`src/rtl/sbeu_pkg.sv`:
```
`timescale 1ns / 1ps
// ----------------------------------------------------------------------------
// sbeu_pkg: shared types and constants
// Request/result transaction structs, opcodes and status codes.
// ----------------------------------------------------------------------------
package sbeu_pkg;

  typedef enum logic [1:0] {
    REQ_EXEC  = 2'd0,
    REQ_WRLOC = 2'd1,
    REQ_PUSH  = 2'd2,
    REQ_NONE  = 2'd3
  } req_kind_t;

  typedef enum logic [2:0] {
    ST_OK      = 3'd0,
    ST_UNKNOWN = 3'd1,
    ST_UNDER   = 3'd2,
    ST_OVER    = 3'd3,
    ST_BADLOC  = 3'd4,
    ST_CALL    = 3'd5
  } status_t;

  localparam logic [7:0] OP_NOP      = 8'h00;
  localparam logic [7:0] OP_ACONST   = 8'h01;
  localparam logic [7:0] OP_ICM1     = 8'h02;
  localparam logic [7:0] OP_IC5      = 8'h08;
  localparam logic [7:0] OP_BIPUSH   = 8'h10;
  localparam logic [7:0] OP_SIPUSH   = 8'h11;
  localparam logic [7:0] OP_ILOAD0   = 8'h1A;
  localparam logic [7:0] OP_ILOAD2   = 8'h1C;
  localparam logic [7:0] OP_ISTORE   = 8'h36;
  localparam logic [7:0] OP_ISTORE0  = 8'h3B;
  localparam logic [7:0] OP_ISTORE3  = 8'h3E;
  localparam logic [7:0] OP_IADD     = 8'h60;
  localparam logic [7:0] OP_ISUB     = 8'h64;
  localparam logic [7:0] OP_IFGE     = 8'hA2;
  localparam logic [7:0] OP_IFGT     = 8'hA3;
  localparam logic [7:0] OP_IRETURN  = 8'hAC;
  localparam logic [7:0] OP_RETURN   = 8'hB1;
  localparam logic [7:0] OP_INVOKE   = 8'hB8;

  // Micro-operation chosen by the front end
  typedef enum logic [3:0] {
    UOP_NONE, UOP_PUSH_IMM, UOP_PUSH_LOC, UOP_STORE, UOP_ADD, UOP_SUB,
    UOP_CMPGE, UOP_CMPGT, UOP_IRET, UOP_RET, UOP_CALL, UOP_WRLOC,
    UOP_UNKNOWN, UOP_BADLOC
  } uop_t;

  typedef struct packed {
    logic [1:0]  req_type;
    logic [7:0]  opcode;
    logic [7:0]  operand_hi;
    logic [7:0]  operand_lo;
    logic [7:0]  slot_index;
    logic signed [31:0] slot_value;
  } req_t;

  typedef struct packed {
    logic [1:0]  instr_length;
    logic        branch_taken;
    logic signed [15:0] branch_offset;
    logic        done_res;
    logic        return_valid;
    logic signed [31:0] return_value;
    logic [15:0] call_index;
    logic [2:0]  status;
  } res_t;

  // Decoded command between front and back end
  typedef struct packed {
    uop_t        uop;
    logic [1:0]  len;
    logic [7:0]  idx;
    logic [15:0] word;
    logic [31:0] imm;
  } cmd_t;

endpackage

```
`src/rtl/sbeu_decode.sv`:
```
`timescale 1ns / 1ps
// ----------------------------------------------------------------------------
// sbeu_decode: front end
// Classifies a request into a micro-operation with its immediate data.
// ----------------------------------------------------------------------------
module sbeu_decode import sbeu_pkg::*; #(
  parameter int LOCAL_COUNT = 16
) (
  input  req_t req,
  output cmd_t cmd
);

  always_comb begin
    cmd.uop  = UOP_NONE;
    cmd.len  = 2'd0;
    cmd.idx  = 8'd0;
    cmd.word = {req.operand_hi, req.operand_lo};
    cmd.imm  = req.slot_value;
    unique case (req.req_type)
      REQ_WRLOC: begin
        cmd.idx = req.slot_index;
        cmd.uop = (32'(req.slot_index) < LOCAL_COUNT) ? UOP_WRLOC : UOP_BADLOC;
      end
      REQ_PUSH: cmd.uop = UOP_PUSH_IMM;
      REQ_EXEC: begin
        cmd.len = 2'd1;
        priority if (req.opcode == OP_NOP) begin
          cmd.uop = UOP_NONE;
        end else if (req.opcode == OP_ACONST) begin
          cmd.uop = UOP_PUSH_IMM;
          cmd.imm = 32'd0;
        end else if (req.opcode >= OP_ICM1 && req.opcode <= OP_IC5) begin
          cmd.uop = UOP_PUSH_IMM;
          cmd.imm = 32'(req.opcode) - 32'd3;
        end else if (req.opcode == OP_BIPUSH) begin
          cmd.len = 2'd2;
          cmd.uop = UOP_PUSH_IMM;
          cmd.imm = {{24{req.operand_hi[7]}}, req.operand_hi};
        end else if (req.opcode == OP_SIPUSH) begin
          cmd.len = 2'd3;
          cmd.uop = UOP_PUSH_IMM;
          cmd.imm = {{16{req.operand_hi[7]}}, req.operand_hi, req.operand_lo};
        end else if (req.opcode >= OP_ILOAD0 && req.opcode <= OP_ILOAD2) begin
          cmd.idx = req.opcode - OP_ILOAD0;
          cmd.uop = (32'(cmd.idx) < LOCAL_COUNT) ? UOP_PUSH_LOC : UOP_BADLOC;
        end else if (req.opcode == OP_ISTORE) begin
          cmd.len = 2'd2;
          cmd.idx = req.operand_hi;
          cmd.uop = (32'(cmd.idx) < LOCAL_COUNT) ? UOP_STORE : UOP_BADLOC;
        end else if (req.opcode >= OP_ISTORE0 && req.opcode <= OP_ISTORE3) begin
          cmd.idx = req.opcode - OP_ISTORE0;
          cmd.uop = (32'(cmd.idx) < LOCAL_COUNT) ? UOP_STORE : UOP_BADLOC;
        end else if (req.opcode == OP_IADD) begin
          cmd.uop = UOP_ADD;
        end else if (req.opcode == OP_ISUB) begin
          cmd.uop = UOP_SUB;
        end else if (req.opcode == OP_IFGE) begin
          cmd.len = 2'd3;
          cmd.uop = UOP_CMPGE;
        end else if (req.opcode == OP_IFGT) begin
          cmd.len = 2'd3;
          cmd.uop = UOP_CMPGT;
        end else if (req.opcode == OP_IRETURN) begin
          cmd.uop = UOP_IRET;
        end else if (req.opcode == OP_RETURN) begin
          cmd.uop = UOP_RET;
        end else if (req.opcode == OP_INVOKE) begin
          cmd.len = 2'd3;
          cmd.uop = UOP_CALL;
        end else begin
          cmd.uop = UOP_UNKNOWN;
        end
      end
      default: cmd.uop = UOP_NONE;
    endcase
  end

endmodule

```
`src/rtl/sbeu_fifo.sv`:
```
`timescale 1ns / 1ps
// ----------------------------------------------------------------------------
// sbeu_fifo: small register queue
// Two-entry FIFO of generic width used between stages.
// ----------------------------------------------------------------------------
module sbeu_fifo #(
  parameter int WIDTH = 8
) (
  input  logic             clk,
  input  logic             rst,
  input  logic             push,
  input  logic [WIDTH-1:0] din,
  output logic             full,
  input  logic             pop,
  output logic [WIDTH-1:0] dout,
  output logic             empty
);

  logic [WIDTH-1:0] mem [2];
  logic       wptr, rptr;
  logic [1:0] count;
  logic       do_push, do_pop;

  assign full    = count == 2'd2;
  assign empty   = count == 2'd0;
  assign do_push = push && !full;
  assign do_pop  = pop && !empty;
  assign dout    = mem[rptr];

  // Storage
  always_ff @(posedge clk) begin
    if (do_push) mem[wptr] <= din;
  end

  // Pointers
  always_ff @(posedge clk) begin
    if (rst) begin
      wptr  <= 1'b0;
      rptr  <= 1'b0;
      count <= 2'd0;
    end else begin
      if (do_push) wptr <= ~wptr;
      if (do_pop)  rptr <= ~rptr;
      count <= count + {1'b0, do_push} - {1'b0, do_pop};
    end
  end

endmodule

```
`src/rtl/sbeu_exec.sv`:
```
`timescale 1ns / 1ps
// ----------------------------------------------------------------------------
// sbeu_exec: back end
// Carries out one command per cycle, while the result queue is not full, on the operand stack and locals.
// ----------------------------------------------------------------------------
module sbeu_exec import sbeu_pkg::*; #(
  parameter int STACK_DEPTH = 16,
  parameter int LOCAL_COUNT = 16
) (
  input  logic clk,
  input  logic rst,
  input  logic cmd_valid,
  input  cmd_t cmd,
  output logic cmd_take,
  output logic res_valid,
  output res_t res,
  input  logic res_full
);

  localparam int SW = $clog2(STACK_DEPTH);
  localparam int DW = $clog2(STACK_DEPTH + 1);
  localparam int LW = $clog2(LOCAL_COUNT);

  logic [31:0]   stk [STACK_DEPTH];
  logic [31:0]   loc [LOCAL_COUNT];
  logic [DW-1:0] depth, depth_next;
  logic [31:0]   top, nxt, lval, sum, dif;
  logic          can_push, has1, has2, fire, ge, gt;
  logic [LW-1:0] li;
  logic [DW-1:0] dm1, dm2;

  assign fire     = cmd_valid && !res_full;
  assign cmd_take = fire;
  assign li       = cmd.idx[LW-1:0];
  assign dm1      = depth - DW'(1);
  assign dm2      = depth - DW'(2);
  assign top      = stk[dm1[SW-1:0]];
  assign nxt      = stk[dm2[SW-1:0]];
  assign lval     = loc[li];
  assign can_push = 32'(depth) < STACK_DEPTH;
  assign has1     = depth != '0;
  assign has2     = 32'(depth) >= 2;
  assign sum      = nxt + top;
  assign dif      = nxt - top;
  assign ge       = $signed(nxt) >= $signed(top);
  assign gt       = $signed(nxt) > $signed(top);

  // Result and next depth
  always_comb begin
    res              = '0;
    res.instr_length = cmd.len;
    res.status       = ST_OK;
    depth_next       = depth;
    unique case (cmd.uop)
      UOP_PUSH_IMM, UOP_PUSH_LOC: begin
        if (can_push) depth_next = depth + DW'(1);
        else res.status = ST_OVER;
      end
      UOP_STORE, UOP_IRET: begin
        if (has1) depth_next = dm1;
        else res.status = ST_UNDER;
        if (has1 && cmd.uop == UOP_IRET) begin
          res.done_res     = 1'b1;
          res.return_valid = 1'b1;
          res.return_value = top;
        end
      end
      UOP_ADD, UOP_SUB: begin
        if (has2) depth_next = dm1;
        else res.status = ST_UNDER;
      end
      UOP_CMPGE, UOP_CMPGT: begin
        if (has2) begin
          depth_next       = dm2;
          res.branch_taken = (cmd.uop == UOP_CMPGE) ? ge : gt;
          if (res.branch_taken) res.branch_offset = cmd.word;
        end else begin
          res.status = ST_UNDER;
        end
      end
      UOP_RET:     res.done_res = 1'b1;
      UOP_CALL: begin
        res.call_index = cmd.word;
        res.status     = ST_CALL;
      end
      UOP_UNKNOWN: res.status = ST_UNKNOWN;
      UOP_BADLOC:  res.status = ST_BADLOC;
      default: ;
    endcase
  end

  // Stack and local writes
  always_ff @(posedge clk) begin
    if (fire) begin
      unique case (cmd.uop)
        UOP_PUSH_IMM: if (can_push) stk[depth[SW-1:0]] <= cmd.imm;
        UOP_PUSH_LOC: if (can_push) stk[depth[SW-1:0]] <= lval;
        UOP_STORE:    if (has1) loc[li] <= top;
        UOP_ADD:      if (has2) stk[dm2[SW-1:0]] <= sum;
        UOP_SUB:      if (has2) stk[dm2[SW-1:0]] <= dif;
        UOP_WRLOC:    loc[li] <= cmd.imm;
        default: ;
      endcase
    end
    if (rst) begin
      for (int i = 0; i < LOCAL_COUNT; i++) loc[i] <= '0;
    end
  end

  // Control state
  always_ff @(posedge clk) begin
    if (rst) depth <= '0;
    else if (fire) depth <= depth_next;
  end

  assign res_valid = fire;

endmodule

```
`src/rtl/stack_bytecode_execute_unit_top.sv`:
```
`timescale 1ns / 1ps
// Path: an accepted transaction waits in the command queue, execute works on it combinationally
// and writes its result into the result queue, which drives the result ports.
// Throughput: one instruction per cycle while the result queue is not full.
// Reset (rst, synchronous): queues empty, stack depth zero, all locals zero.
// ----------------------------------------------------------------------------
// stack_bytecode_execute_unit_top: integer bytecode execute unit
// Decode front end, command queue, execute back end, result queue.
// ----------------------------------------------------------------------------
module stack_bytecode_execute_unit_top import sbeu_pkg::*; #(
  parameter int STACK_DEPTH = 16,
  parameter int LOCAL_COUNT = 16
) (
  input  logic clk,
  input  logic rst,
  input  logic push,
  output logic full,
  input  req_t req,
  output logic empty,
  input  logic pop,
  output res_t res
);

  cmd_t dec_cmd, q_cmd;
  logic q_empty, take, r_valid, r_full;
  res_t r_res;

  sbeu_decode #(.LOCAL_COUNT(LOCAL_COUNT)) u_dec (.req(req), .cmd(dec_cmd));

  sbeu_fifo #(.WIDTH($bits(cmd_t))) u_cq (
    .clk(clk), .rst(rst), .push(push), .din(dec_cmd), .full(full),
    .pop(take), .dout(q_cmd), .empty(q_empty)
  );

  sbeu_exec #(.STACK_DEPTH(STACK_DEPTH), .LOCAL_COUNT(LOCAL_COUNT)) u_exe (
    .clk(clk), .rst(rst), .cmd_valid(!q_empty), .cmd(q_cmd), .cmd_take(take),
    .res_valid(r_valid), .res(r_res), .res_full(r_full)
  );

  sbeu_fifo #(.WIDTH($bits(res_t))) u_rq (
    .clk(clk), .rst(rst), .push(r_valid), .din(r_res), .full(r_full),
    .pop(pop), .dout(res), .empty(empty)
  );

endmodule
```
`config.mk`:
```
export PLATFORM = sky130hd
export DESIGN_NAME = stack_bytecode_execute_unit_top
export DESIGN_NICKNAME = d
export VERILOG_FILES = /design/src/rtl/sbeu_pkg.sv /design/src/rtl/sbeu_decode.sv /design/src/rtl/sbeu_fifo.sv /design/src/rtl/sbeu_exec.sv /design/src/rtl/stack_bytecode_execute_unit_top.sv
export SDC_FILE = /design/constraint.sdc
export NUM_CORES = 2
export LEC_CHECK = 0
export BUFFER_PORTS_ARGS = -buffer_cell sky130_fd_sc_hd__buf_2
export CAP_MARGIN = 20
export CORE_MARGIN = 1
export CORE_UTILIZATION = 57
export DETAILED_ROUTE_END_ITERATION = 10
export HOLD_SLACK_MARGIN = 0.1
export PLACE_DENSITY = 0.77
export SETUP_SLACK_MARGIN = 0.02
export SLEW_MARGIN = 20
export SYNTH_ARGS = -nofsm -noshare
export SYNTH_HDL_FRONTEND = slang
export SYNTH_HIERARCHICAL = 1
export SYNTH_SLANG_ARGS = --single-unit
```
`constraint.sdc`:
```
create_clock -name clk -period 7.12 [get_ports clk]
set_input_delay 0.712 -clock clk [delete_from_list [all_inputs] [get_ports clk]]
set_output_delay 0.712 -clock clk [all_outputs]
set_load 0.005 [all_outputs]
```
==> results.py <==
metrics = {
    "timing": {
        "worst_clock_skew_ns": 0.0351,
        "final.setup.worst_slack_ns": 0.665,
        "report.final.slew_viol_count": 0,
        "hold_viol_final": 0,
        "rsz0062_at_grt": "false",
        "fin_tns_setup_ns": 0,
        "fin_crit_ns": 6.46,
        "fmaxAchievable_mhz": 155,
        "period_share": 0.907,
        "worst_pin_slew_ns": 1.19,
        "setup_viol": 0,
        "slew-limit-headroom": 0.209,
    },
    "clocking": {
        "htree_levels": 4,
        "cts.sinks": 1299,
        "postCtsSetupBuffers": 0,
        "postCtsHoldBufs": 0,
        "post_cts_resize_count": 0,
        "clk_latency_ns": 0.77,
        "cts_tree": "built",
        "clk_pin_slew_ns": 0.06,
        "cts-root-buf": "clkbuf_16",
        "numCtsBuffers": 133,
        "cts_max_path_buffers": 3,
    },
    "grt": {
        "grt_pass1_wl_microns": 254000,
        "antenna_found_initial": 5,
        "grt-busiest-layer": "met2",
        "grt_usage": 0.314,
        "gr-usage-met2": 0.488,
        "grt_overflow": 0,
        "grt_util_met3": 0.0556,
        "met1_usage": 0.432,
        "grt_max_degree": 205,
        "grt_pass1_vias": 40200,
    },
    "drt": {
        "num_vias": 41600,
        "via_per_inst": 6.68,
        "drt-initial-drc-count": 5045,
        "route.detailed.drc": 0,
        "first_pass_iters": 6,
        "wl_per_cell_microns": 27.4,
        "wl_microns": 171000,
        "final_antenna_net_count": 0,
    },
    "placement": {
        "dp_slack_ns": 0.925,
        "placed_cells": 5994,
        "hpwlAfterDp_microns": 108000,
        "gp_congestion": 0.965,
        "numPortBuffers": 143,
    },
    "yosys": {
        "syn-instance-count": 4722,
        "synth_area_sq_um": 61300,
        "avgSynthCellArea_sq_um": 13.0,
        "yosys_warnings": 6,
        "syn_nets": 4877,
    },
    "floorplanning": {
        "core-area_sq_um": 106000,
        "initial_core_util": 0.579,
        "die_w_microns": 330,
        "pin_count": 144,
        "die_y_microns": 330,
        "die_area_sq_um": 109000,
        "rows": 119,
    },
    "flow_run": {
        "maxCapViolCount": 0,
    },
    "layout": {
        "instances_no_fill": 6234,
        "finalNetCount": 4894,
        "layout_commonest_cell": "edfxtp_1",
        "final_cell_mix": "772 x edfxtp_1, 676 x nor2_1, 534 x a211oi_1",
        "area_growth_pct": 10.7,
        "drive_above_1_share": 0.245,
        "final_core_util": 0.640,
        "fillers": 7569,
    },
    "run_status": {
        "status": "finished clean",
    },
    "setup_path": {
        "cp_max_fo": 28,
        "path_class": "reg -> reg",
        "critPathRequiredTime_ns": 7.73,
        "cp.arrival_ns": 7.06,
        "critPathCaptureType": "register",
        "cp-start-kind": "register",
    },
    "worst_hold_path": {
        "holdCritPathClass": "in -> reg",
    },
}
[routing by layer]
| metal | routed length, microns | vias up |
|---|---|---|
| met5 | 35 | - |
| met2 | 79200 | 2371 |
| li1 | - | 18100 |
| met1 | 67700 | 20700 |
| met4 | 8160 | 4 |
| met3 | 15700 | 409 |
[registers in the layout (all words and copies together), names as in the netlist, named ones only]
signal / cells
u_cq/count: 2
u_cq/mem: 116
u_cq/rptr: 1
u_cq/wptr: 1
u_exe/depth: 5
u_exe/loc: 512
u_exe/stk: 512
u_rq/count: 2
u_rq/mem: 144
u_rq/rptr: 1
u_rq/wptr: 1
[layout make-up]
type / count / area (sq um) / area share
flip-flops and latches: 1299 / 33700 / 0.498
multi-input cells: 2907 / 25700 / 0.380
clock buffers: 178 / 3600 / 0.0531
repair buffers: 302 / 2070 / 0.0305
well taps: 1391 / 1740 / 0.0257
clock inverters: 58 / 546 / 0.00805
inverters: 96 / 362 / 0.00533
diodes: 3 / 7.51 / 0.000111
[path summary, 6_finish.rpt]
path | from | to | slack [ns] | cells past startpoint
setup / recovery | u_exe/depth[1] | u_exe/stk[10][26] | 0.66 | 19
hold / removal | req[47] | u_cq/mem[0][39] | 0.17 | 1
hold reg to reg | u_cq/wptr | u_cq/wptr | 0.49 | 2
setup reg to reg | u_exe/depth[1] | u_exe/stk[10][26] | 0.66 | 19
[through the flow]
stage,hold slack (ns),cell area (sq um)
CTS,0.127,67700
global route,0.160,67800
detailed placement,0.485,63600
global placement,0.467,63500
floorplan,0.451,61300
finish,0.169,67800
[critical path, stage by stage, from the launching register on]
cell and delay (ns):
dfxtp_4 0.36, inv_1 0.12, ha_4 0.71, buf_4 0.33
mux4_2 0.31, nand2_1 0.08, nand2_1 0.05, o21ai_1 0.59
inv_1 0.14, ha_1 0.45, inv_1 0.13, a21oi_1 0.38
nand2_1 0.10, o31ai_1 0.58, a21oi_1 0.25, a311oi_1 0.53
o21ai_1 0.21, or3_1 0.39, a31oi_1 0.32, buf_4 0.26
Power is not shown: default switching activity piles up to over one toggle a cycle in this logic, so the estimate is an artifact.
